### config.mk
export PLATFORM = sky130hd
export DESIGN_NAME = overlapped_frame_buffer_flat
export DESIGN_NICKNAME = d
export VERILOG_FILES = /design/src/ofb_pkg.sv /design/src/ofb_if.sv /design/src/ofb_mem.sv /design/src/ofb_oreg.sv /design/src/ofb_ctrl.sv /design/src/overlapped_frame_buffer.sv /design/src/flat_wrapper.sv
export SDC_FILE = /design/constraint.sdc
export NUM_CORES = 2
export LEC_CHECK = 0
export BUFFER_PORTS_ARGS = -buffer_cell sky130_fd_sc_hd__buf_4
export CORE_MARGIN = 4
export CORE_UTILIZATION = 35
export CTS_CLUSTER_DIAMETER = 30
export CTS_CLUSTER_SIZE = 10
export DETAILED_ROUTE_END_ITERATION = 6
export GPL_TIMING_DRIVEN = 0
export PLACE_DENSITY = 0.57
export SETUP_SLACK_MARGIN = 0.5
export SLEW_MARGIN = 40
export SYNTH_ARGS = -nofsm -noshare
export SYNTH_HDL_FRONTEND = slang
export SYNTH_SLANG_ARGS = --single-unit
### constraint.sdc
create_clock -name clk -period 18.8 [get_ports clk]
set_input_delay 0.94 -clock clk [delete_from_list [all_inputs] [get_ports clk]]
set_output_delay 0.94 -clock clk [all_outputs]
set_load 0.1 [all_outputs]
### src/ofb_pkg.sv
package ofb_pkg;

	localparam int MAX_FRAME_LEN = 16;
	localparam int MAX_CHANNELS  = 4;
	localparam int SAMPLE_BITS   = 16;

	localparam int CFG_IDX_W  = 2;
	localparam int CFG_DATA_W = 5;
	localparam int WIDTH_W    = 5;
	localparam int NCH_W      = 3;
	localparam int CHAN_W     = 2;
	localparam int POS_W      = 4;

	typedef enum logic [CFG_IDX_W-1:0] {
		REG_INPUT_WIDTH  = 2'd0,
		REG_OUTPUT_WIDTH = 2'd1,
		REG_NUM_CHANNELS = 2'd2,
		REG_COL_MAJOR    = 2'd3
	} cfg_reg_t;

	typedef enum logic [2:0] {
		S_COLLECT,
		S_EMIT_RD,
		S_EMIT_LD,
		S_KEEP_RD,
		S_KEEP_WR,
		S_HS_UPD
	} state_t;

	typedef struct packed {
		logic frame_we;
		logic hist_we;
		logic hist_clear;
		logic sel_hist;
	} mem_ctl_t;

	typedef struct packed {
		logic              load;
		logic [CHAN_W-1:0] channel;
		logic [POS_W-1:0]  position;
		logic              last;
	} oreg_ctl_t;

endpackage

### src/ofb_if.sv
interface ofb_in_if #(
	parameter int SAMPLE_BITS = ofb_pkg::SAMPLE_BITS
);
	logic                          valid;
	logic                          ready;
	logic signed [SAMPLE_BITS-1:0] sample;

	modport source (output valid, output sample, input ready);
	modport sink (input valid, input sample, output ready);
endinterface

interface ofb_out_if #(
	parameter int SAMPLE_BITS = ofb_pkg::SAMPLE_BITS
);
	import ofb_pkg::*;

	logic                          valid;
	logic                          ready;
	logic signed [SAMPLE_BITS-1:0] out_sample;
	logic [CHAN_W-1:0]             out_channel;
	logic [POS_W-1:0]              out_position;
	logic                          frame_last;

	modport source (
		output valid, output out_sample, output out_channel,
		output out_position, output frame_last, input ready
	);
	modport sink (
		input valid, input out_sample, input out_channel,
		input out_position, input frame_last, output ready
	);
endinterface

### src/ofb_mem.sv
module ofb_mem #(
	parameter int MAX_FRAME_LEN = ofb_pkg::MAX_FRAME_LEN,
	parameter int MAX_CHANNELS  = ofb_pkg::MAX_CHANNELS,
	parameter int SAMPLE_BITS   = ofb_pkg::SAMPLE_BITS,
	localparam int DEPTH        = MAX_FRAME_LEN * MAX_CHANNELS,
	localparam int AW           = $clog2(DEPTH)
) (
	input  logic                          clk,
	input  logic                          arst_n,
	input  ofb_pkg::mem_ctl_t             ctl,
	input  logic [AW-1:0]                 frame_waddr,
	input  logic [AW-1:0]                 frame_raddr,
	input  logic [AW-1:0]                 hist_addr,
	input  logic signed [SAMPLE_BITS-1:0] wdata,
	output logic signed [SAMPLE_BITS-1:0] rdata
);
	import ofb_pkg::*;

	logic signed [SAMPLE_BITS-1:0] frame_mem_q [DEPTH];
	logic signed [SAMPLE_BITS-1:0] hist_mem_q [DEPTH];
	logic [DEPTH-1:0]              hist_valid_q;
	logic signed [SAMPLE_BITS-1:0] frame_rd_q;
	logic signed [SAMPLE_BITS-1:0] hist_rd_q;
	logic                          hist_rd_valid_q;
	logic                          sel_hist_q;

	always_ff @(posedge clk) begin
		if (ctl.frame_we) begin
			frame_mem_q[frame_waddr] <= wdata;
		end
		frame_rd_q <= frame_mem_q[frame_raddr];
	end

	always_ff @(posedge clk) begin
		if (ctl.hist_we) begin
			hist_mem_q[hist_addr] <= frame_rd_q;
		end
		hist_rd_q <= hist_mem_q[hist_addr];
	end

	always_ff @(posedge clk or negedge arst_n) begin
		if (!arst_n) begin
			hist_valid_q    <= '0;
			hist_rd_valid_q <= 1'b0;
			sel_hist_q      <= 1'b0;
		end else begin
			if (ctl.hist_clear) begin
				hist_valid_q <= '0;
			end else if (ctl.hist_we) begin
				hist_valid_q[hist_addr] <= 1'b1;
			end
			hist_rd_valid_q <= hist_valid_q[hist_addr];
			sel_hist_q      <= ctl.sel_hist;
		end
	end

	always_comb begin
		if (sel_hist_q) begin
			rdata = hist_rd_valid_q ? hist_rd_q : '0;
		end else begin
			rdata = frame_rd_q;
		end
	end

endmodule

### src/ofb_oreg.sv
module ofb_oreg #(
	parameter int SAMPLE_BITS = ofb_pkg::SAMPLE_BITS
) (
	input  logic                          clk,
	input  logic                          arst_n,
	input  ofb_pkg::oreg_ctl_t            ctl,
	input  logic signed [SAMPLE_BITS-1:0] data,
	output logic                          room,
	ofb_out_if.source                     dout
);
	import ofb_pkg::*;

	logic                          valid_q;
	logic signed [SAMPLE_BITS-1:0] sample_q;
	logic [CHAN_W-1:0]             channel_q;
	logic [POS_W-1:0]              position_q;
	logic                          last_q;

	assign room = !valid_q || dout.ready;

	always_ff @(posedge clk or negedge arst_n) begin
		if (!arst_n) begin
			valid_q <= 1'b0;
		end else if (ctl.load) begin
			valid_q <= 1'b1;
		end else if (dout.ready) begin
			valid_q <= 1'b0;
		end
	end

	always_ff @(posedge clk) begin
		if (ctl.load) begin
			sample_q   <= data;
			channel_q  <= ctl.channel;
			position_q <= ctl.position;
			last_q     <= ctl.last;
		end
	end

	assign dout.valid        = valid_q;
	assign dout.out_sample   = sample_q;
	assign dout.out_channel  = channel_q;
	assign dout.out_position = position_q;
	assign dout.frame_last   = last_q;

endmodule

### src/ofb_ctrl.sv
module ofb_ctrl #(
	parameter int MAX_FRAME_LEN = ofb_pkg::MAX_FRAME_LEN,
	parameter int MAX_CHANNELS  = ofb_pkg::MAX_CHANNELS,
	localparam int DEPTH        = MAX_FRAME_LEN * MAX_CHANNELS,
	localparam int AW           = $clog2(DEPTH)
) (
	input  logic                             clk,
	input  logic                             arst_n,
	input  logic                             cfg_we,
	input  logic [ofb_pkg::CFG_IDX_W-1:0]    cfg_index,
	input  logic [ofb_pkg::CFG_DATA_W-1:0]   cfg_data,
	input  logic                             in_valid,
	output logic                             in_ready,
	input  logic                             room,
	output ofb_pkg::mem_ctl_t                mem_ctl,
	output logic [AW-1:0]                    frame_waddr,
	output logic [AW-1:0]                    frame_raddr,
	output logic [AW-1:0]                    hist_addr,
	output ofb_pkg::oreg_ctl_t               oreg_ctl
);
	import ofb_pkg::*;

	localparam int PW = $clog2(MAX_FRAME_LEN);
	localparam int LW = $clog2(MAX_FRAME_LEN + 1);
	localparam int CW = (MAX_CHANNELS > 1) ? $clog2(MAX_CHANNELS) : 1;
	localparam int NW = $clog2(MAX_CHANNELS + 1);
	localparam int TW = $clog2(DEPTH + 1);
	localparam int XW = AW + 1;

	logic [WIDTH_W-1:0] in_w_q;
	logic [WIDTH_W-1:0] out_w_q;
	logic [NCH_W-1:0]   nch_q;
	logic               col_q;

	state_t         state_q, state_d;
	logic [TW-1:0]  fill_q;
	logic [CW-1:0]  ch_q;
	logic [PW-1:0]  pos_q;
	logic [PW-1:0]  hs_q;

	logic [LW-1:0]  iw, ow, ov, nkeep, wop, ip;
	logic [NW-1:0]  nch;
	logic [TW-1:0]  total;
	logic [LW:0]    wsum, wrapped;
	logic [PW-1:0]  hp, hoff;
	logic           accept, frame_done, last_pos, last_ch, last_item, last_k, sel_hist;
	logic           keep_tail;

	// effective register values
	always_comb begin
		if (in_w_q == '0) begin
			iw = LW'(1);
		end else if (int'(in_w_q) > MAX_FRAME_LEN) begin
			iw = LW'(MAX_FRAME_LEN);
		end else begin
			iw = LW'(in_w_q);
		end
		if (int'(out_w_q) > MAX_FRAME_LEN) begin
			ow = LW'(MAX_FRAME_LEN);
		end else begin
			ow = LW'(out_w_q);
		end
		if (ow < iw) begin
			ow = iw;
		end
		if (nch_q == '0) begin
			nch = NW'(1);
		end else if (int'(nch_q) > MAX_CHANNELS) begin
			nch = NW'(MAX_CHANNELS);
		end else begin
			nch = NW'(nch_q);
		end
	end

	assign ov        = ow - iw;
	assign keep_tail = (ov <= iw);
	assign nkeep     = keep_tail ? ov : iw;
	assign total     = TW'(iw) * TW'(nch);

	assign accept     = in_valid && in_ready;
	assign frame_done = (fill_q + TW'(1)) == total;
	assign last_pos   = LW'(pos_q) == (ow - LW'(1));
	assign last_ch    = NW'(ch_q) == (nch - NW'(1));
	assign last_item  = last_pos && last_ch;
	assign last_k     = LW'(pos_q) == (nkeep - LW'(1));
	assign sel_hist   = LW'(pos_q) < ov;

	// shared ring add and wrap
	assign wop     = (state_q == S_HS_UPD) ? iw : LW'(pos_q);
	assign wsum    = (LW + 1)'(hs_q) + (LW + 1)'(wop);
	assign wrapped = (wsum >= (LW + 1)'(ov)) ? wsum - (LW + 1)'(ov) : wsum;
	assign hp      = PW'(wrapped);

	// shared input frame index unit
	always_comb begin
		if (state_q == S_KEEP_RD || state_q == S_KEEP_WR) begin
			ip = keep_tail ? (iw - ov + LW'(pos_q)) : LW'(pos_q);
		end else begin
			ip = LW'(pos_q) - ov;
		end
		if (col_q) begin
			frame_raddr = AW'(XW'(ip) + XW'(iw) * XW'(ch_q));
		end else begin
			frame_raddr = AW'(XW'(nch) * XW'(ip) + XW'(ch_q));
		end
	end

	assign hoff        = ((state_q == S_KEEP_WR) && keep_tail) ? pos_q : hp;
	assign hist_addr   = AW'(XW'(ch_q) * XW'(MAX_FRAME_LEN) + XW'(hoff));
	assign frame_waddr = AW'(fill_q);

	// next state
	always_comb begin
		state_d = state_q;
		unique case (state_q)
			S_COLLECT: begin
				if (accept && frame_done) begin
					state_d = S_EMIT_RD;
				end
			end
			S_EMIT_RD: begin
				state_d = S_EMIT_LD;
			end
			S_EMIT_LD: begin
				if (room) begin
					if (!last_item) begin
						state_d = S_EMIT_RD;
					end else if (nkeep == '0) begin
						state_d = S_HS_UPD;
					end else begin
						state_d = S_KEEP_RD;
					end
				end
			end
			S_KEEP_RD: begin
				state_d = S_KEEP_WR;
			end
			S_KEEP_WR: begin
				if (last_k && last_ch) begin
					state_d = S_HS_UPD;
				end else begin
					state_d = S_KEEP_RD;
				end
			end
			S_HS_UPD: begin
				state_d = S_COLLECT;
			end
			default: begin
				state_d = S_COLLECT;
			end
		endcase
	end

	// outputs
	always_comb begin
		in_ready            = (state_q == S_COLLECT);
		mem_ctl.frame_we    = accept;
		mem_ctl.hist_we     = (state_q == S_KEEP_WR);
		mem_ctl.hist_clear  = cfg_we;
		mem_ctl.sel_hist    = sel_hist;
		oreg_ctl.load       = (state_q == S_EMIT_LD) && room;
		oreg_ctl.channel    = CHAN_W'(ch_q);
		oreg_ctl.position   = POS_W'(pos_q);
		oreg_ctl.last       = last_item;
	end

	always_ff @(posedge clk or negedge arst_n) begin
		if (!arst_n) begin
			in_w_q  <= WIDTH_W'(1);
			out_w_q <= WIDTH_W'(2);
			nch_q   <= NCH_W'(1);
			col_q   <= 1'b0;
		end else if (cfg_we) begin
			unique case (cfg_reg_t'(cfg_index))
				REG_INPUT_WIDTH:  in_w_q  <= cfg_data[WIDTH_W-1:0];
				REG_OUTPUT_WIDTH: out_w_q <= cfg_data[WIDTH_W-1:0];
				REG_NUM_CHANNELS: nch_q   <= cfg_data[NCH_W-1:0];
				REG_COL_MAJOR:    col_q   <= cfg_data[0];
				default:          col_q   <= col_q;
			endcase
		end
	end

	always_ff @(posedge clk or negedge arst_n) begin
		if (!arst_n) begin
			state_q <= S_COLLECT;
			fill_q  <= '0;
			ch_q    <= '0;
			pos_q   <= '0;
			hs_q    <= '0;
		end else if (cfg_we) begin
			state_q <= S_COLLECT;
			fill_q  <= '0;
			ch_q    <= '0;
			pos_q   <= '0;
			hs_q    <= '0;
		end else begin
			state_q <= state_d;
			unique case (state_q)
				S_COLLECT: begin
					if (accept) begin
						fill_q <= frame_done ? '0 : fill_q + TW'(1);
						ch_q   <= '0;
						pos_q  <= '0;
					end
				end
				S_EMIT_LD: begin
					if (room) begin
						if (last_item) begin
							ch_q  <= '0;
							pos_q <= '0;
						end else if (col_q) begin
							if (last_pos) begin
								pos_q <= '0;
								ch_q  <= ch_q + CW'(1);
							end else begin
								pos_q <= pos_q + PW'(1);
							end
						end else begin
							if (last_ch) begin
								ch_q  <= '0;
								pos_q <= pos_q + PW'(1);
							end else begin
								ch_q <= ch_q + CW'(1);
							end
						end
					end
				end
				S_KEEP_WR: begin
					if (last_k) begin
						pos_q <= '0;
						ch_q  <= last_ch ? '0 : ch_q + CW'(1);
					end else begin
						pos_q <= pos_q + PW'(1);
					end
				end
				S_HS_UPD: begin
					hs_q <= keep_tail ? '0 : hp;
				end
				default: begin
					fill_q <= fill_q;
				end
			endcase
		end
	end

endmodule

### src/overlapped_frame_buffer.sv
// After a frame's last sample, each result is read in S_EMIT_RD via the shared memory read
// port and loaded into the output register in S_EMIT_LD once it has room. Input takes one
// sample per cycle while a frame fills and none during emit and copy; each kept sample is
// copied to history in S_KEEP_RD and S_KEEP_WR, then S_HS_UPD advances the ring start.
// Reset: asynchronous, active low; history reads as zero until rewritten, every
// register write restarts the frame and clears history at once.
module overlapped_frame_buffer #(
	parameter int MAX_FRAME_LEN = ofb_pkg::MAX_FRAME_LEN,
	parameter int MAX_CHANNELS  = ofb_pkg::MAX_CHANNELS,
	parameter int SAMPLE_BITS   = ofb_pkg::SAMPLE_BITS
) (
	input  logic                           clk,
	input  logic                           arst_n,
	input  logic                           cfg_we,
	input  logic [ofb_pkg::CFG_IDX_W-1:0]  cfg_index,
	input  logic [ofb_pkg::CFG_DATA_W-1:0] cfg_data,
	ofb_in_if.sink                         din,
	ofb_out_if.source                      dout
);
	import ofb_pkg::*;

	localparam int DEPTH = MAX_FRAME_LEN * MAX_CHANNELS;
	localparam int AW    = $clog2(DEPTH);

	mem_ctl_t                      mem_ctl;
	oreg_ctl_t                     oreg_ctl;
	logic [AW-1:0]                 frame_waddr;
	logic [AW-1:0]                 frame_raddr;
	logic [AW-1:0]                 hist_addr;
	logic signed [SAMPLE_BITS-1:0] rdata;
	logic                          room;

	ofb_ctrl #(
		.MAX_FRAME_LEN (MAX_FRAME_LEN),
		.MAX_CHANNELS  (MAX_CHANNELS)
	) u_ctrl (
		.clk         (clk),
		.arst_n      (arst_n),
		.cfg_we      (cfg_we),
		.cfg_index   (cfg_index),
		.cfg_data    (cfg_data),
		.in_valid    (din.valid),
		.in_ready    (din.ready),
		.room        (room),
		.mem_ctl     (mem_ctl),
		.frame_waddr (frame_waddr),
		.frame_raddr (frame_raddr),
		.hist_addr   (hist_addr),
		.oreg_ctl    (oreg_ctl)
	);

	ofb_mem #(
		.MAX_FRAME_LEN (MAX_FRAME_LEN),
		.MAX_CHANNELS  (MAX_CHANNELS),
		.SAMPLE_BITS   (SAMPLE_BITS)
	) u_mem (
		.clk         (clk),
		.arst_n      (arst_n),
		.ctl         (mem_ctl),
		.frame_waddr (frame_waddr),
		.frame_raddr (frame_raddr),
		.hist_addr   (hist_addr),
		.wdata       (din.sample),
		.rdata       (rdata)
	);

	ofb_oreg #(
		.SAMPLE_BITS (SAMPLE_BITS)
	) u_oreg (
		.clk    (clk),
		.arst_n (arst_n),
		.ctl    (oreg_ctl),
		.data   (rdata),
		.room   (room),
		.dout   (dout)
	);

endmodule

### src/flat_wrapper.sv
// flat-port wrapper written by rule: the top's interface ports become plain ports
module overlapped_frame_buffer_flat import ofb_pkg::*;
#(
	parameter int MAX_FRAME_LEN = ofb_pkg::MAX_FRAME_LEN,
	parameter int MAX_CHANNELS  = ofb_pkg::MAX_CHANNELS,
	parameter int SAMPLE_BITS   = ofb_pkg::SAMPLE_BITS
)
  (clk, arst_n, cfg_we, cfg_index, cfg_data, din_valid, din_sample, din_ready, dout_valid, dout_out_sample, dout_out_channel, dout_out_position, dout_frame_last, dout_ready);
  ofb_in_if #(.SAMPLE_BITS(SAMPLE_BITS)) din_i ();
  ofb_out_if #(.SAMPLE_BITS(SAMPLE_BITS)) dout_i ();
  input  logic clk;
  input  logic arst_n;
  input  logic cfg_we;
  input  logic [ofb_pkg::CFG_IDX_W-1:0] cfg_index;
  input  logic [ofb_pkg::CFG_DATA_W-1:0] cfg_data;
  input wire logic [$bits(din_i.valid)-1:0] din_valid;
  input wire logic [$bits(din_i.sample)-1:0] din_sample;
  output wire logic [$bits(din_i.ready)-1:0] din_ready;
  output wire logic [$bits(dout_i.valid)-1:0] dout_valid;
  output wire logic [$bits(dout_i.out_sample)-1:0] dout_out_sample;
  output wire logic [$bits(dout_i.out_channel)-1:0] dout_out_channel;
  output wire logic [$bits(dout_i.out_position)-1:0] dout_out_position;
  output wire logic [$bits(dout_i.frame_last)-1:0] dout_frame_last;
  input wire logic [$bits(dout_i.ready)-1:0] dout_ready;
  assign din_i.valid = din_valid;
  assign din_i.sample = din_sample;
  assign din_ready = din_i.ready;
  assign dout_valid = dout_i.valid;
  assign dout_out_sample = dout_i.out_sample;
  assign dout_out_channel = dout_i.out_channel;
  assign dout_out_position = dout_i.out_position;
  assign dout_frame_last = dout_i.frame_last;
  assign dout_i.ready = dout_ready;
  overlapped_frame_buffer #(.MAX_FRAME_LEN(MAX_FRAME_LEN), .MAX_CHANNELS(MAX_CHANNELS), .SAMPLE_BITS(SAMPLE_BITS)) u_core (.clk(clk), .arst_n(arst_n), .cfg_we(cfg_we), .cfg_index(cfg_index), .cfg_data(cfg_data), .din(din_i), .dout(dout_i));
endmodule
## Word-level counts from Yosys, hierarchy flattened

Memory sizes are Yosys's and may differ from the RTL's. A register that Yosys moved wholly into a read port is not among the register bits.
Cells that the tools add are included.

| word-level totals | value |
|---|---|
| input bits | 28 |
| output and inout bits | 25 |
| logic and storage cells | 153 |
| bits in registers | 124 |
| memory bits (writable) | 2,048 |
| memories kept | 2 |

| operators by class | value |
|---|---|
| $mul | 3 |
| equal/unequal tests | 18 |
| $add $sub $neg | 15 |
| bitwise gates (word level) | 1 |
| reduce and logical (&&, ||, !) cells | 29 |
| multiplexer cells | 59 |
| order comparisons | 9 |

Memories:

| name | words | width | rd ports | clocked after Yosys merged registers in | wr ports | RTL line | text |
|---|---|---|---|---|---|---|---|
| u_core.u_mem.frame_mem_q | 64 | 16 | 1 | 1 | 1 | ofb_mem.sv:19 | `logic signed [SAMPLE_BITS-1:0] frame_mem_q [DEPTH];` |
| u_core.u_mem.hist_mem_q | 64 | 16 | 1 | 1 | 1 | ofb_mem.sv:20 | `logic signed [SAMPLE_BITS-1:0] hist_mem_q [DEPTH];` |

Operators with widths:

| operator | number |
|---|---|
| $mux 64 | 2 |
| $or 64x64->64 | 1 |
| $mux 4 | 13 |
| $mux 5 | 8 |
| $mux 16 | 2 |
| $mux 7 | 4 |
| $mux 3 | 8 |
| $mux 2 | 8 |
| $pmux 3 s5 | 1 |
| $pmux 4 s3 | 1 |
| $reduce_and 2->1 | 6 |
| $eq 4x5->1 | 2 |
| $gt 5x5->1 const B | 2 |
| $logic_not 5->1 | 2 |
| $ne 5x5->1 const B | 2 |
| $reduce_bool 2->1 | 5 |
| $sub 5x1->5 const B | 2 |
| $sub 5x5->5 | 2 |
| $mux 1 | 8 |
| $add 7x1->7 const B | 1 |
| $eq 7x7->1 | 1 |
| $logic_and 1x1->1 | 7 |
| $lt 6x7->1 const B | 1 |
| $mul 5x3->7 | 1 |
| other kinds (37) | 44 |

## Depth between registers and ports, before layout

| logic depth | value |
|---|---|
| depth in word-level cells | 17 |
| depth in mapped cells | 39 |

## By module

Synthesis repeated with hierarchy kept, for this count alone.

| second synthesis, totals | value |
|---|---|
| cells, all modules | 4,885 |
| area total of the unflattened synthesis | 88,187.1 um2 |

By module, submodules not included:

| module | cells an instance | sequential area each (um2) | instances | area each (um2) |
|---|---|---|---|---|
| ofb_mem | 4,245 | 63,791.2 | 1 | 82,306.4 |
| ofb_ctrl | 614 | 854.6 | 1 | 5,142.4 |
| ofb_oreg | 26 | 715.7 | 1 | 738.2 |

## Worst setup path after synthesis

No wires, ideal clock.

| path | value |
|---|---|
| path kind | reg2reg |
| from | reg u_core.u_ctrl.in_w_q[4] |
| to | reg u_core.u_mem.frame_rd_q[0] (read register of u_core.u_mem.frame_mem_q) |
| path buffers | 6 |
| stages on the path, launching flop included | 35 |
| setup slack | 10.576 ns |
| data required time | 18.667 ns |
| arrival time | 8.091 ns |
| library setup time | 0.133 ns |
| cell sequence | dfrtp_1 buf_2 nor2b_1 clkinv_1 ha_1 a211o_1 a21oi_1 o21a_1 buf_2 mux2_2 fa_1 a21o_1 a21oi_1 xor2_1 ha_1 a21oi_1 nand2_1 o21ai_2 buf_4 clkbuf_1 nand2_1 o211ai_1 o21ai_0 and2_1 fa_1 ha_1 inv_1 fa_1 mux2i_1 clkbuf_1 buf_1 mux2i_1 a211oi_1 a21oi_1 mux2i_1 |

| between the ends | value |
|---|---|
| longest elaborated chain between the ends | 13 |
| elaborated cells between the ends (all ways) | 18 |
| those cells by class | add/sub (6); mul (2); order compare (3); mux (6); reduce/logical (1) |

RTL lines:

| element | RTL line | text |
|---|---|---|
| start, declared | ofb_ctrl.sv:30 | `logic [WIDTH_W-1:0] in_w_q;` |
| start signal, assigned | ofb_ctrl.sv:175 | `REG_INPUT_WIDTH: in_w_q <= cfg_data[WIDTH_W-1:0];` |
| $gt 5x5->1 | ofb_ctrl.sv:53 | `end else if (int'(in_w_q) > MAX_FRAME_LEN) begin` |
| $mux 5 | ofb_ctrl.sv:53 |  |
| $mux 5 * | ofb_ctrl.sv:51 | `if (in_w_q == '0) begin` |
| $lt 5x5->1 | ofb_ctrl.sv:63 | `if (ow < iw) begin` |
| $mux 5 | ofb_ctrl.sv:63 |  |
| $sub 5x5->5 | ofb_ctrl.sv:75 | `assign ov = ow - iw;` |
| $sub 5x5->5 | ofb_ctrl.sv:97 | `ip = keep_tail ? (iw - ov + LW'(pos_q)) : LW'(pos_q);` |
| $add 5x4->5 | ofb_ctrl.sv:97 |  |
| $mux 5 | ofb_ctrl.sv:97 |  |
| $mux 5 | ofb_ctrl.sv:96 | `if (state_q == S_KEEP_RD \|\| state_q == S_KEEP_WR) begin` |
| $mul 3x5->6 | ofb_ctrl.sv:104 | `frame_raddr = AW'(XW'(nch) * XW'(ip) + XW'(ch_q));` |
| $add 6x2->6 | ofb_ctrl.sv:104 |  |
| $mux 6 * | ofb_ctrl.sv:101 | `if (col_q) begin` |
| end, declared | ofb_mem.sv:22 | `logic signed [SAMPLE_BITS-1:0] frame_rd_q;` |

Mark *: on every way between the ends. The rest lies on a longest branch, timed or not.
A chain may end at the register's enable or synchronous reset.

## Final worst setup path

| path | value |
|---|---|
| from | reg u_core.u_ctrl.in_w_q[4] |
| to | reg u_core.u_mem.frame_rd_q[12] (read register of u_core.u_mem.frame_mem_q) |

Same word-level chain as after synthesis.

==> metrics.cfg <==
[status]
outcome = complete, but fails checks
violations = DRC

[routing]
vias = 56500
wl_um = 318000
drt_iter0_drc = 9069
vias_per_cell = 5.87
routedWlPerCell_um = 33.0
postRouteAntennaNets = 0
drc = 5
dr.pass1.iters = 7

[setup_path]
start_kind = flip-flop
cp-startpoint = u_core.u_ctrl.in_w_q[4]$_DFFE_PN0P_
cp-end-kind = flip-flop
crit_fanout = 11
cp_slowest_stage_delay_ps = 680
r2r_start = u_core.u_ctrl.in_w_q[4]$_DFFE_PN0P_
slowest_stage = clkbuf_1
worstSetupPathType = reg2reg
cp-endpoint = u_core.u_mem.frame_rd_q[12]$_DFF_P_
worstReg2RegEnd = u_core.u_mem.frame_rd_q[12]$_DFF_P_
cpMostUsedCell = a21oi_1
reg2reg_depth = 37
r2r_slack_ps = 6740
cp.arrival_ps = 12850
required_ps = 19590

[grt]
antenna_found_initial = 28
first_global_vias = 54500
grt-busiest-layer = met2
globalRoute.totalOverflow = 0
met3_usage_pct = 8.05
globalRouteMet1Util_pct = 29.7
grt_use_met2_pct = 36.6
grt_usage_pct = 23.9
grt_pass1_wl_um = 434000
grt_start_max_net_pins = 66

[logic_synthesis]
ys_warn_count = 0
synthTopCellsByCount = 2,071 x edfxtp_1, 566 x nand2_1, 327 x nor2_1, 300 x a21oi_1, 258 x mux4_2
synth_ff_type = edfxtp_1
synthTopCellsByArea = edfxtp_1 71%, mux4_2 6.6%, dfrtp_1 2.8%
synth-edff-count = 2071
synth.most_common_cell = edfxtp_1
netlist_area_um2 = 88000
syn_area_per_cell_um2 = 16.5
yosysSeqAreaShare_pct = 74.2
ys_ff_latch = 2204
ys_types = 86
synth.top_cell.area_share_pct = 70.6
syn_inst = 5321
async_flop_share_pct = 4.58
yosys.area.top_type = edfxtp_1
syn-num-nets = 5431

[timing]
rsz0062_at_grt = false
min_period_over_period_pct = 64.2
tns_ps = 0
holdWs_ps = 214
fmax_mhz = 82.9
setup-violations-final = 0
period_needed_ps = 12060
hold_viol_final = 0
slew_headroom_pct = 32.3
timing.clock.skew_ps = 86.2
drv_slew = 0
tightestPinTransition_ps = 1010

[clock_tree]
cts_tree = done
path_clk_slew_ps = 50
clk_latency_ps = 1010
holdBufCountCts = 1
htreeDepth = 5
cts_setup_buffers = 0
cts_buffers = 438
clkSinkCount = 2204
clk_path_buf_depth = 4
cts_resized = 0
clockRootBuffer = clkbuf_16

[power]
total_leakage_power_nw = 37.5
ir_drop_uv = 148
power.density_nw_per_um2 = 194

[placed_design]
gp_congestion = 0.969
port_buffers = 51
place_inst = 8821
post-dp-hpwl_um = 205000

[floorplan]
die_height_um = 510
start_util_pct = 35.3
top_level_ports = 53
coreArea_um2 = 249000
rows = 183
fp.dieArea_um2 = 260000
die_w_um = 510

[finish]
final_cell_count_no_fill = 9638
fin_nets = 6045
drive_gt1_share_pct = 25.3
syn_to_final_growth_pct = 26.3

[flow_run]
drv_cap = 0

[min_path]
min_path_type = in2reg

==> worst min-delay path by stage <==
| stage | start | to | cells past startpoint |
|---|---|---|---|
| 2_1_floorplan | u_core.u_mem.hist_valid_q[6]$_DFFE_PN0P_ | u_core.u_mem.hist_valid_q[6]$_DFFE_PN0P_ | 2 |
| 3_3_place_gp | u_core.u_mem.hist_valid_q[27]$_DFFE_PN0P_ | u_core.u_mem.hist_valid_q[27]$_DFFE_PN0P_ | 2 |
| 3_5_place_dp | u_core.u_mem.frame_rd_q[10]$_DFF_P_ | u_core.u_mem.hist_mem_q[1][10]$_DFFE_PP_ | 0 |
| 4_1_cts | cfg_data[4] | u_core.u_ctrl.in_w_q[4]$_DFFE_PN0P_ | 3 |
| 5_1_grt | cfg_data[4] | u_core.u_ctrl.in_w_q[4]$_DFFE_PN0P_ | 3 |
| 6_report | cfg_data[4] | u_core.u_ctrl.in_w_q[4]$_DFFE_PN0P_ | 3 |
==> where the power goes <==
| group | internal, mW | switching, mW |
|---|---|---|
| combinational | 2.41 | 5.43 |
| clock | 5.20 | 2.57 |
| sequential | 5.81 | 0.203 |
==> layer usage <==
layer / vias up / routed length [um]
li1: 22500 / -
met1: 28700 / 113000
met2: 4262 / 143000
met3: 1096 / 39900
met4: 20 / 21300
met5: - / 241
==> critical path, delay by kind of cell (launching register included) <==
| kind | cells | cell delay (ps) |
|---|---|---|
| flops | 1 | 370 |
| compound gates | 15 | 3000 |
| mux | 2 | 850 |
| buf+inv | 8 | 3520 |
| fa+ha+maj | 6 | 2330 |
| simple gates | 4 | 1000 |
| xor+xnor | 2 | 820 |
==> cell usage in the layout, fill, tap and decap left out, types with 54 or more instances in the layout <==
master and instances:
buf_2 147, nor2_4 114, nor2_1 210, mux2i_1 118, mux4_2 258, a22oi_1 66, a31oi_1 59, nand2_1 564
clkbuf_2 61, clkbuf_16 441, bufinv_16 64, a21oi_1 299, inv_1 62, nand3_1 95, a211oi_1 154, clkinv_2 75
buf_4 71, buf_16 54, a221oi_1 91, edfxtp_1 2071, o21ai_0 99, dfrtp_1 97, ha_1 61, clkbuf_1 126
==> flip-flops by register name (all words and copies together) (netlist names), 3 cells and up <==
name,count
u_core.u_ctrl.state_q,3
u_core.u_ctrl.out_w_q,5
u_core.u_ctrl.hs_q,4
u_core.u_ctrl.pos_q,4
u_core.u_ctrl.in_w_q,5
u_core.u_oreg.dout.out_sample,16
u_core.u_ctrl.fill_q,7
u_core.u_ctrl.nch_q,3
u_core.u_mem.frame_mem_q,1024
u_core.u_mem.hist_rd_q,16
u_core.u_mem.hist_valid_q,64
u_core.u_mem.frame_rd_q,16
u_core.u_mem.hist_mem_q,1024
u_core.u_oreg.dout.out_position,4
==> area by class of cell <==
type	count	area, um^2
diodes	17	42.5
plain buffers	311	1520
clock buffers	503	11400
clock inverters	293	3420
fillers	21400	138000
inverters	69	260
multi-input cells	2737	22000
flip-flops and latches	2204	65400
well taps	3330	4170
repair buffers	174	2930
==> logic make-up after synthesis <==
group                      after synthesis  synth area share, %
xor gates and xnor gates                53                0.544
DFF                                   2204                 74.2
muxes                                  410                 8.41
and+or+nand+nor                       1183                 5.78
buffers and inverters                  380                 1.88
AOI/OAI and AO/OA                     1009                 7.79
adders and majority gates               82                 1.34
==> through the flow <==
step	instance area (um^2)	power (mW)	util, %	setup slack [ps]
after floorplan	88000	10.2	-	10580
after global placement	92600	13.5	37.1	6260
after detailed placement	96300	13.7	38.6	6330
after CTS	111000	21.5	44.6	6270
after global routing	111000	22.2	44.6	5870
final	111000	21.6	44.6	6740
(Power assumes the default switching activity.)
